--- src/rtl/batp_pkg.sv ---
// Package for the bearing-to-point block: transaction types, angle constants,
// the sequencer state type and the CORDIC arctangent table.
// No dependencies.
package batp_pkg;

   // Input transaction: current and target position, 8 fraction bits.
   typedef struct packed {
      logic signed [23:0] cur_x;
      logic signed [23:0] cur_y;
      logic signed [23:0] dest_x;
      logic signed [23:0] dest_y;
   } req_type;

   // Result transaction: held heading in degrees (8 fraction bits) and update flag.
   typedef struct packed {
      logic [16:0] heading;
      logic        updated;
   } rsp_type;

   // Angles in degrees with 8 fraction bits.
   localparam logic [16:0] DEG0   = 17'd0;
   localparam logic [16:0] DEG90  = 17'd23040;
   localparam logic [16:0] DEG180 = 17'd46080;
   localparam logic [16:0] DEG270 = 17'd69120;
   localparam logic [16:0] DEG360 = 17'd92160;

   // Right angle with 16 fraction bits, the upper clamp of the CORDIC angle.
   localparam logic signed [24:0] Z_DEG90 = 25'sd5898240;
   // Half an output LSB, for rounding from 16 to 8 fraction bits.
   localparam logic signed [24:0] Z_HALF  = 25'sd128;

   // Sequencer states.
   typedef enum logic [2:0] {
      ST_IDLE,
      ST_SQ_X,
      ST_SQ_Y,
      ST_SQ_R,
      ST_CMP,
      ST_ROT,
      ST_MAP,
      ST_OUT
   } state_type;

   // atan(2^-i) in degrees with 16 fraction bits.
   function automatic logic [21:0] atan_q16(input logic [4:0] idx);
      logic [21:0] val;
      begin
         unique case (idx)
            5'd0:    val = 22'd2949120;
            5'd1:    val = 22'd1740967;
            5'd2:    val = 22'd919879;
            5'd3:    val = 22'd466945;
            5'd4:    val = 22'd234379;
            5'd5:    val = 22'd117304;
            5'd6:    val = 22'd58666;
            5'd7:    val = 22'd29335;
            5'd8:    val = 22'd14668;
            5'd9:    val = 22'd7334;
            5'd10:   val = 22'd3667;
            5'd11:   val = 22'd1833;
            5'd12:   val = 22'd917;
            5'd13:   val = 22'd458;
            5'd14:   val = 22'd229;
            5'd15:   val = 22'd115;
            5'd16:   val = 22'd57;
            5'd17:   val = 22'd29;
            5'd18:   val = 22'd14;
            5'd19:   val = 22'd7;
            5'd20:   val = 22'd4;
            5'd21:   val = 22'd2;
            5'd22:   val = 22'd1;
            default: val = 22'd0;
         endcase
         return val;
      end
   endfunction

endpackage

--- src/rtl/bearing_angle_to_point_top.sv ---
// The heading is recomputed off-axis by the CORDIC rotation; when the target is inside
// the dead zone or on an axis, the rotation is skipped.
// A new transaction is taken only once the last result is handed over; the shared
// 25x25 multiplier (three squares) and the shared shift-add CORDIC rotator serve one at a time.
// Reset (synchronous, active high) clears the held heading to zero degrees and the
// dead-zone radius to zero, and empties the result register.
// Depends on batp_pkg.
module bearing_angle_to_point_top #(
   parameter int CORDIC_STEPS = 20
) (
   input  logic             clock,
   input  logic             reset,
   // Input channel
   input  logic             req_valid,
   output logic             req_stall,
   input  batp_pkg::req_type req_data,
   // Result channel
   output logic             rsp_valid,
   input  logic             rsp_stall,
   output batp_pkg::rsp_type rsp_data,
   // Configuration write channel
   input  logic             csr_valid,
   output logic             csr_ready,
   input  logic [22:0]      csr_data
);
   import batp_pkg::*;

   localparam int IW = (CORDIC_STEPS > 1) ? $clog2(CORDIC_STEPS) : 1;
   localparam logic [IW-1:0] LAST_STEP = IW'(CORDIC_STEPS - 1);

   // Control registers
   state_type      state_ff, state_in;
   logic           rsp_valid_ff, rsp_valid_in;
   logic [16:0]    held_ff, held_in;
   logic [22:0]    radius_ff, radius_in;

   // Working registers
   logic [24:0]        ax_ff, ax_in;
   logic [24:0]        ay_ff, ay_in;
   logic               xneg_ff, xneg_in;
   logic               yneg_ff, yneg_in;
   logic               xzero_ff, xzero_in;
   logic               yzero_ff, yzero_in;
   logic [49:0]        prod_ff, prod_in;
   logic [49:0]        d2_ff, d2_in;
   logic               upd_ff, upd_in;
   logic signed [35:0] x_ff, x_in;
   logic signed [35:0] y_ff, y_in;
   logic signed [24:0] z_ff, z_in;
   logic [IW-1:0]      cnt_ff, cnt_in;
   rsp_type            rsp_ff, rsp_in;

   // Datapath signals
   logic signed [24:0] dx_c, dy_c;
   logic [24:0]        mul_a;
   logic [49:0]        prod_c;
   logic signed [35:0] xs_c, ys_c;
   logic signed [24:0] atan_s;
   logic signed [24:0] zc_c;
   logic signed [24:0] zr_c;
   logic [16:0]        ang_c;

   // Differences of the incoming transaction, sign-extended by one bit.
   assign dx_c = {req_data.dest_x[23], req_data.dest_x} - {req_data.cur_x[23], req_data.cur_x};
   assign dy_c = {req_data.dest_y[23], req_data.dest_y} - {req_data.cur_y[23], req_data.cur_y};

   // Shared squaring unit.
   always_comb begin
      case (state_ff)
         ST_SQ_X: mul_a = ax_ff;
         ST_SQ_Y: mul_a = ay_ff;
         default: mul_a = {2'b00, radius_ff};
      endcase
   end
   assign prod_c = mul_a * mul_a;

   // Shared CORDIC rotator: floor shifts by the step count and the table angle.
   assign xs_c   = x_ff >>> cnt_ff;
   assign ys_c   = y_ff >>> cnt_ff;
   assign atan_s = {3'b000, atan_q16(5'(cnt_ff))};

   // Clamp the accumulated angle to between zero and a right angle and round to 8 fraction bits.
   always_comb begin
      if (z_ff[24]) begin
         zc_c = '0;
      end else if (z_ff > Z_DEG90) begin
         zc_c = Z_DEG90;
      end else begin
         zc_c = z_ff;
      end
   end
   assign zr_c  = (zc_c + Z_HALF) >>> 8;
   assign ang_c = zr_c[16:0];

   // Sequencer: next state and next register values.
   always_comb begin
      state_in     = state_ff;
      rsp_valid_in = rsp_valid_ff && rsp_stall;
      held_in      = held_ff;
      radius_in    = radius_ff;
      ax_in        = ax_ff;
      ay_in        = ay_ff;
      xneg_in      = xneg_ff;
      yneg_in      = yneg_ff;
      xzero_in     = xzero_ff;
      yzero_in     = yzero_ff;
      prod_in      = prod_c;
      d2_in        = d2_ff;
      upd_in       = upd_ff;
      x_in         = x_ff;
      y_in         = y_ff;
      z_in         = z_ff;
      cnt_in       = cnt_ff;
      rsp_in       = rsp_ff;

      // The user must send configuration writes only while the block is idle; the block does not enforce it.
      if (csr_valid) begin
         radius_in = csr_data;
      end

      unique case (state_ff)
         ST_IDLE: begin
            if (req_valid) begin
               ax_in    = dx_c[24] ? 25'(-dx_c) : 25'(dx_c);
               ay_in    = dy_c[24] ? 25'(-dy_c) : 25'(dy_c);
               xneg_in  = dx_c[24];
               yneg_in  = dy_c[24];
               xzero_in = (dx_c == '0);
               yzero_in = (dy_c == '0);
               state_in = ST_SQ_X;
            end
         end
         ST_SQ_X: begin
            state_in = ST_SQ_Y;
         end
         ST_SQ_Y: begin
            d2_in    = prod_ff;
            state_in = ST_SQ_R;
         end
         ST_SQ_R: begin
            d2_in    = d2_ff + prod_ff;
            state_in = ST_CMP;
         end
         ST_CMP: begin
            // prod_ff holds the squared radius here.
            if (d2_ff > prod_ff) begin
               upd_in = 1'b1;
               if (xzero_ff) begin
                  held_in  = yneg_ff ? DEG270 : DEG90;
                  state_in = ST_OUT;
               end else if (yzero_ff) begin
                  held_in  = xneg_ff ? DEG180 : DEG0;
                  state_in = ST_OUT;
               end else begin
                  x_in     = {3'b000, ax_ff, 8'h00};
                  y_in     = {3'b000, ay_ff, 8'h00};
                  z_in     = '0;
                  cnt_in   = '0;
                  state_in = ST_ROT;
               end
            end else begin
               upd_in   = 1'b0;
               state_in = ST_OUT;
            end
         end
         ST_ROT: begin
            // One vectoring iteration drives y towards zero.
            if (!y_ff[35]) begin
               x_in = x_ff + ys_c;
               y_in = y_ff - xs_c;
               z_in = z_ff + atan_s;
            end else begin
               x_in = x_ff - ys_c;
               y_in = y_ff + xs_c;
               z_in = z_ff - atan_s;
            end
            cnt_in = cnt_ff + 1'b1;
            if (cnt_ff == LAST_STEP) begin
               state_in = ST_MAP;
            end
         end
         ST_MAP: begin
            // Map the first-quadrant angle into its quadrant; a full turn wraps to zero.
            if (!xneg_ff && !yneg_ff) begin
               held_in = ang_c;
            end else if (xneg_ff && !yneg_ff) begin
               held_in = DEG180 - ang_c;
            end else if (xneg_ff) begin
               held_in = DEG180 + ang_c;
            end else if (ang_c == DEG0) begin
               held_in = DEG0;
            end else begin
               held_in = DEG360 - ang_c;
            end
            state_in = ST_OUT;
         end
         ST_OUT: begin
            // Hand the result over once the result register is free.
            if (!rsp_valid_ff || !rsp_stall) begin
               rsp_in.heading = held_ff;
               rsp_in.updated = upd_ff;
               rsp_valid_in   = 1'b1;
               state_in       = ST_IDLE;
            end
         end
         default: begin
            state_in = ST_IDLE;
         end
      endcase
   end

   // Control state.
   always_ff @(posedge clock) begin
      if (reset) begin
         state_ff     <= ST_IDLE;
         rsp_valid_ff <= 1'b0;
         held_ff      <= DEG0;
         radius_ff    <= '0;
      end else begin
         state_ff     <= state_in;
         rsp_valid_ff <= rsp_valid_in;
         held_ff      <= held_in;
         radius_ff    <= radius_in;
      end
   end

   // Working and result payload registers.
   always_ff @(posedge clock) begin
      ax_ff    <= ax_in;
      ay_ff    <= ay_in;
      xneg_ff  <= xneg_in;
      yneg_ff  <= yneg_in;
      xzero_ff <= xzero_in;
      yzero_ff <= yzero_in;
      prod_ff  <= prod_in;
      d2_ff    <= d2_in;
      upd_ff   <= upd_in;
      x_ff     <= x_in;
      y_ff     <= y_in;
      z_ff     <= z_in;
      cnt_ff   <= cnt_in;
      rsp_ff   <= rsp_in;
   end

   // Ports.
   assign req_stall = (state_ff != ST_IDLE);
   assign rsp_valid = rsp_valid_ff;
   assign rsp_data  = rsp_ff;
   assign csr_ready = 1'b1;

endmodule
--- config.mk ---
export PLATFORM = sky130hd
export DESIGN_NAME = bearing_angle_to_point_top
export DESIGN_NICKNAME = d
export VERILOG_FILES = /design/src/rtl/batp_pkg.sv /design/src/rtl/bearing_angle_to_point_top.sv
export SDC_FILE = /design/constraint.sdc
export NUM_CORES = 2
export LEC_CHECK = 0
export BUFFER_PORTS_ARGS = -buffer_cell sky130_fd_sc_hd__buf_4
export CAP_MARGIN = 40
export CORE_MARGIN = 1
export CORE_UTILIZATION = 54
export CTS_BUF_LIST = sky130_fd_sc_hd__clkbuf_2
export DETAILED_ROUTE_END_ITERATION = 10
export GPL_TIMING_DRIVEN = 0
export PLACE_DENSITY = 0.71
export SLEW_MARGIN = 20
export SYNTH_ARGS = -nofsm -noshare
export SYNTH_HDL_FRONTEND = slang
export SYNTH_SLANG_ARGS = --single-unit
--- constraint.sdc ---
create_clock -name clock -period 9.8 [get_ports clock]
set_clock_uncertainty 0.2 [all_clocks]
set_input_delay 0 -clock clock [delete_from_list [all_inputs] [get_ports clock]]
set_output_delay 0 -clock clock [all_outputs]
set_load 0.01 [all_outputs]
==> impl.org <==
** Run status
- The run finished with clean final reports.

** Setup path
- STA puts the critical path data required time at 10.59 ns.
- Maximum fanout encountered on the critical timing path :: 10
- Standard cell with the maximum stage delay on the critical path :: sky130_fd_sc_hd__fa_1
- Following the worst setup path forward leads to its endpoint at prod_ff[49]$_DFF_P_.
- Arrival time worst endpoint :: 10.34 ns
- Worst r2r path cells :: 32
- Critical path capture point type :: flop
- CP most frequent cell :: sky130_fd_sc_hd__fa_1
- STA classifies the critical path startpoint as a flop.
- Beginning of the worst register-to-register path :: state_ff[0]$_SDFFE_PP0P_
- The worst register-to-register path ends at prod_ff[49]$_DFF_P_.
- The setup path with the least slack is of type flop to flop.
- The critical path starts at state_ff[0]$_SDFFE_PP0P_.
- Largest stage delay, worst path :: 0.56 ns
- Setup slack on the worst reg-to-reg path comes out at 0.25 ns.

** Routing
- Routed Wire Length :: 181 mm
- Number of iterations in the first detailed-routing pass :: 6
- DRC violation count after routing :: 0
- The first routing iteration left 4,672 violations.
- Wire length per cell after detailed routing :: 23.9 um
- Post-detailed-route via-to-cell ratio :: 6.15
- The count of nets left with antenna violations once routing finished came out at 0.
- The final route contains 46,500 vias.

** Layout
- Of the cells placed in the final design, the portion with a size suffix greater than 1 is 0.0931.
- In the final design database the tool counted 7,337 nets.
- The area growth from synthesis to layout is 16.1%.
- # fillers :: 7,389

** STA
- Final count of hold timing violations :: 0
- The tightest hold path in the finished design has a slack of 0.100 ns.
- Of the available clock period, the critical path in the final layout requires 0.975.
- Measured against its own limit, the worst slew margin works out to 0.334.
- Upper clock frequency limit :: 105 MHz
- Final setup vio count :: 0
- Setup repair after global routing left no endpoint under its margin.
- The final count of pins violating max slew came to 0.
- At the pin with the least slew margin, the transition time is 0.989 ns.
- Min Tclk post-route :: 9.55 ns

** Logic synthesis
- The largest total area in the synthesized netlist belongs to sky130_fd_sc_hd__fa_1.
- Ranking of synthesized cells by area :: sky130_fd_sc_hd__fa_1 (19%), sky130_fd_sc_hd__edfxtp_1 (14%), sky130_fd_sc_hd__ha_1 (11%)
- Yosys reg bits :: 340
- Synthesized netlist cell count :: 5,655
- In this run, synthesis inferred 225 flip-flops with an integrated enable.
- The share of synthesized area in the top cell type comes to 0.191.
- After synthesis, the netlist uses 106 different library cells.
- Net count after synthesis :: 6,691
- Share of synthesized registers carrying an async set or reset :: 0
- Summing every instance area after synthesis gives 49,200 sq um.
- The commonest cells after synthesis are sky130_fd_sc_hd__inv_1 (906), sky130_fd_sc_hd__nor2_1 (536), sky130_fd_sc_hd__nand2_1 (476).
- Synthesis warning total :: 0
- The average instance in the mapped netlist occupies 8.71 sq um.
- Most frequent cell after synthesis :: sky130_fd_sc_hd__inv_1
- Among all flip-flop cells after synthesis, the most frequent one is sky130_fd_sc_hd__edfxtp_1.
- Sequential fraction of the synthesis area :: 0.184

** Global routing
- Total congestion overflow :: 0
- Combined global-route utilization of all metal layers :: 0.389
- For met1 alone, demand over resource in global routing was 0.508.
- Global routing usage on met3 :: 0.105
- Number of antenna violations at the first check in global routing :: 9
- For met2 alone, demand over resource in global routing was 0.587.
- Global route hottest layer :: met2
- The number of global-route vias before repair came to 46,700.
- The first global-routing pass estimated 275 mm of wire.
- Pin count of the biggest net entering global routing :: 55

** Min path
- Class of the worst hold path :: input pin to flop
- Beginning of the worst hold path :: req_data[24]

** Clock network
- Clock latency on the worst-skew pair :: 1.36 ns
- The root buffer cell chosen for the clock tree is sky130_fd_sc_hd__clkbuf_2.
- No sink is reached through more buffers than the 3 on the longest clock path.
- The H-tree was split into 3 levels.
- Number of CTS-inserted buffers :: 99
- TritonCTS Sinks :: 340
- CTS clk-pin slew, worst paths :: 0.13 ns
- TritonCTS built the clock tree.

** Floorplanning
- In this run the count of I/O pins placed on the die edge is 145.
- Die X :: 304 um
- The total area inside the core boundary comes to 90,100 sq um.
- The die is 304 um tall.
- Initial cell density of the core :: 0.546
- The die covers 92,400 sq um.
- Core Rows :: 110

** Placed design
- Routability-driven placement finished with a final weighted congestion of 1.06.
- After legalization and detailed placement, the total HPWL measured 134 mm.
- Port Buffers :: 141

** Job
- The tool flagged a number of max-cap violations equal to 0.
==> layout make-up <==
| type | count | area [sq um] | area share |
|---|---|---|---|
| flip-flops and latches | 340 | 9060 | 0.158 |
| diodes | 5 | 12.5 | 0.000219 |
| multi-input cells | 4181 | 36000 | 0.630 |
| well taps | 1176 | 1470 | 0.0257 |
| clock buffers | 139 | 696 | 0.0122 |
| clock inverters | 43 | 265 | 0.00464 |
| plain buffers | 208 | 933 | 0.0163 |
| inverters | 915 | 3440 | 0.0602 |
| repair buffers | 556 | 5270 | 0.0922 |
==> worst min-delay path by stage <==
stage	depth (start not counted)	slack, ns	endpoint
2_1_floorplan	2	-0.05	radius_ff[0]$_SDFFE_PP0P_
3_3_place_gp	3	0.04	radius_ff[1]$_SDFFE_PP0P_
3_5_place_dp	3	0.04	radius_ff[1]$_SDFFE_PP0P_
4_1_cts	7	0.001	ax_ff[2]$_DFFE_PP_
5_1_grt	7	0.07	ax_ff[2]$_DFFE_PP_
6_report	7	0.10	ax_ff[2]$_DFFE_PP_
==> critical path: cells and delay by family (launching register included) <==
family	cells	cell delay [ns]
AND/OR/NAND/NOR	2	0.41
AO/OA/AOI/OAI	12	3.00
XOR/XNOR	1	0.15
buffers and inverters	9	1.20
adder cells (fa/ha/maj)	8	3.96
flip-flops	1	0.33
==> layer usage <==
metal / wire length [um] / up-vias
met1: 72300 / 22400
met2: 77300 / 2842
li1: - / 20600
met5: 49 / -
met4: 10800 / 8
met3: 20400 / 722
==> logic make-up after synthesis <==
logic type / count (synthesis) / synth area share
adders and majority gates: 912 / 0.304
xor gates and xnor gates: 358 / 0.0638
DFF: 340 / 0.184
muxes: 206 / 0.0645
AOI/OAI and AO/OA: 1184 / 0.156
other: 1 / 0.0000761
buffers and inverters: 1134 / 0.0877
and+or+nand+nor: 1520 / 0.141
==> timing repair <==
item | 4_1_cts | 5_1_grt
setup endpoints to repair | 22 | 15
resized for setup | 62 | 60
pin swaps | 0 | 1
hold buffers | 383 | 0
endpoints found under the hold margin | 170 | 0
setup buffers | 0 | 4
==> per-stage QoR <==
| step | setup TNS [ns] | util | setup WS [ns] | std cells | cell area (sq um) |
|---|---|---|---|---|---|
| 4_1_cts | 0 | 0.633 | 0.0403 | 7553 | 57000 |
| 5_1_grt | 0 | 0.634 | 0.0245 | 7562 | 57200 |
| 3_3_place_gp | -40.09 | 0.574 | -2.21 | 6972 | 51800 |
| 2_1_floorplan | 0 | - | 0.854 | 5655 | 49200 |
| 6_report | 0 | 0.634 | 0.246 | 7563 | 57200 |
| 3_5_place_dp | -14.36 | 0.578 | -1.17 | 6997 | 52100 |
==> flip-flops by register name, indices dropped and copies added (netlist names) <==
name,cells
atan_s,22
ax_ff,25
ay_ff,25
cnt_ff,5
d2_ff,50
held_ff,17
prod_ff,49
radius_ff,23
rsp_data,18
rsp_valid,1
state_ff,3
upd_ff,1
x_ff,36
xneg_ff,1
xzero_ff,1
y_ff,36
yneg_ff,1
yzero_ff,1
z_ff,25
==> cells in the final DEF (no fill, tap or decap), types with 44 or more instances in the layout <==
cell type / Yosys / layout
sky130_fd_sc_hd__inv_1: 906 / 901
sky130_fd_sc_hd__nor2_1: 536 / 533
sky130_fd_sc_hd__nand2_1: 476 / 476
sky130_fd_sc_hd__fa_1: 471 / 471
sky130_fd_sc_hd__ha_1: 441 / 441
sky130_fd_sc_hd__dlygate4sd3_1: 0 / 383
sky130_fd_sc_hd__a21oi_1: 314 / 310
sky130_fd_sc_hd__o21ai_0: 273 / 272
sky130_fd_sc_hd__xnor2_1: 243 / 243
sky130_fd_sc_hd__edfxtp_1: 225 / 225
sky130_fd_sc_hd__clkbuf_2: 0 / 159
sky130_fd_sc_hd__buf_4: 4 / 155
sky130_fd_sc_hd__clkbuf_1: 169 / 125
sky130_fd_sc_hd__xor2_1: 114 / 114
sky130_fd_sc_hd__dfxtp_1: 115 / 114
sky130_fd_sc_hd__nor3_1: 106 / 105
sky130_fd_sc_hd__a21o_1: 97 / 97
sky130_fd_sc_hd__mux2i_1: 78 / 78
sky130_fd_sc_hd__mux4_2: 66 / 66
sky130_fd_sc_hd__nand3_1: 64 / 64
sky130_fd_sc_hd__nand2b_1: 55 / 53
sky130_fd_sc_hd__a31oi_1: 51 / 51
sky130_fd_sc_hd__o21bai_1: 50 / 50
sky130_fd_sc_hd__nor2b_1: 45 / 44
Power is left out: the tool's default activity adds up to more than one toggle a clock period on the data nets, which glitch-free logic cannot reach.
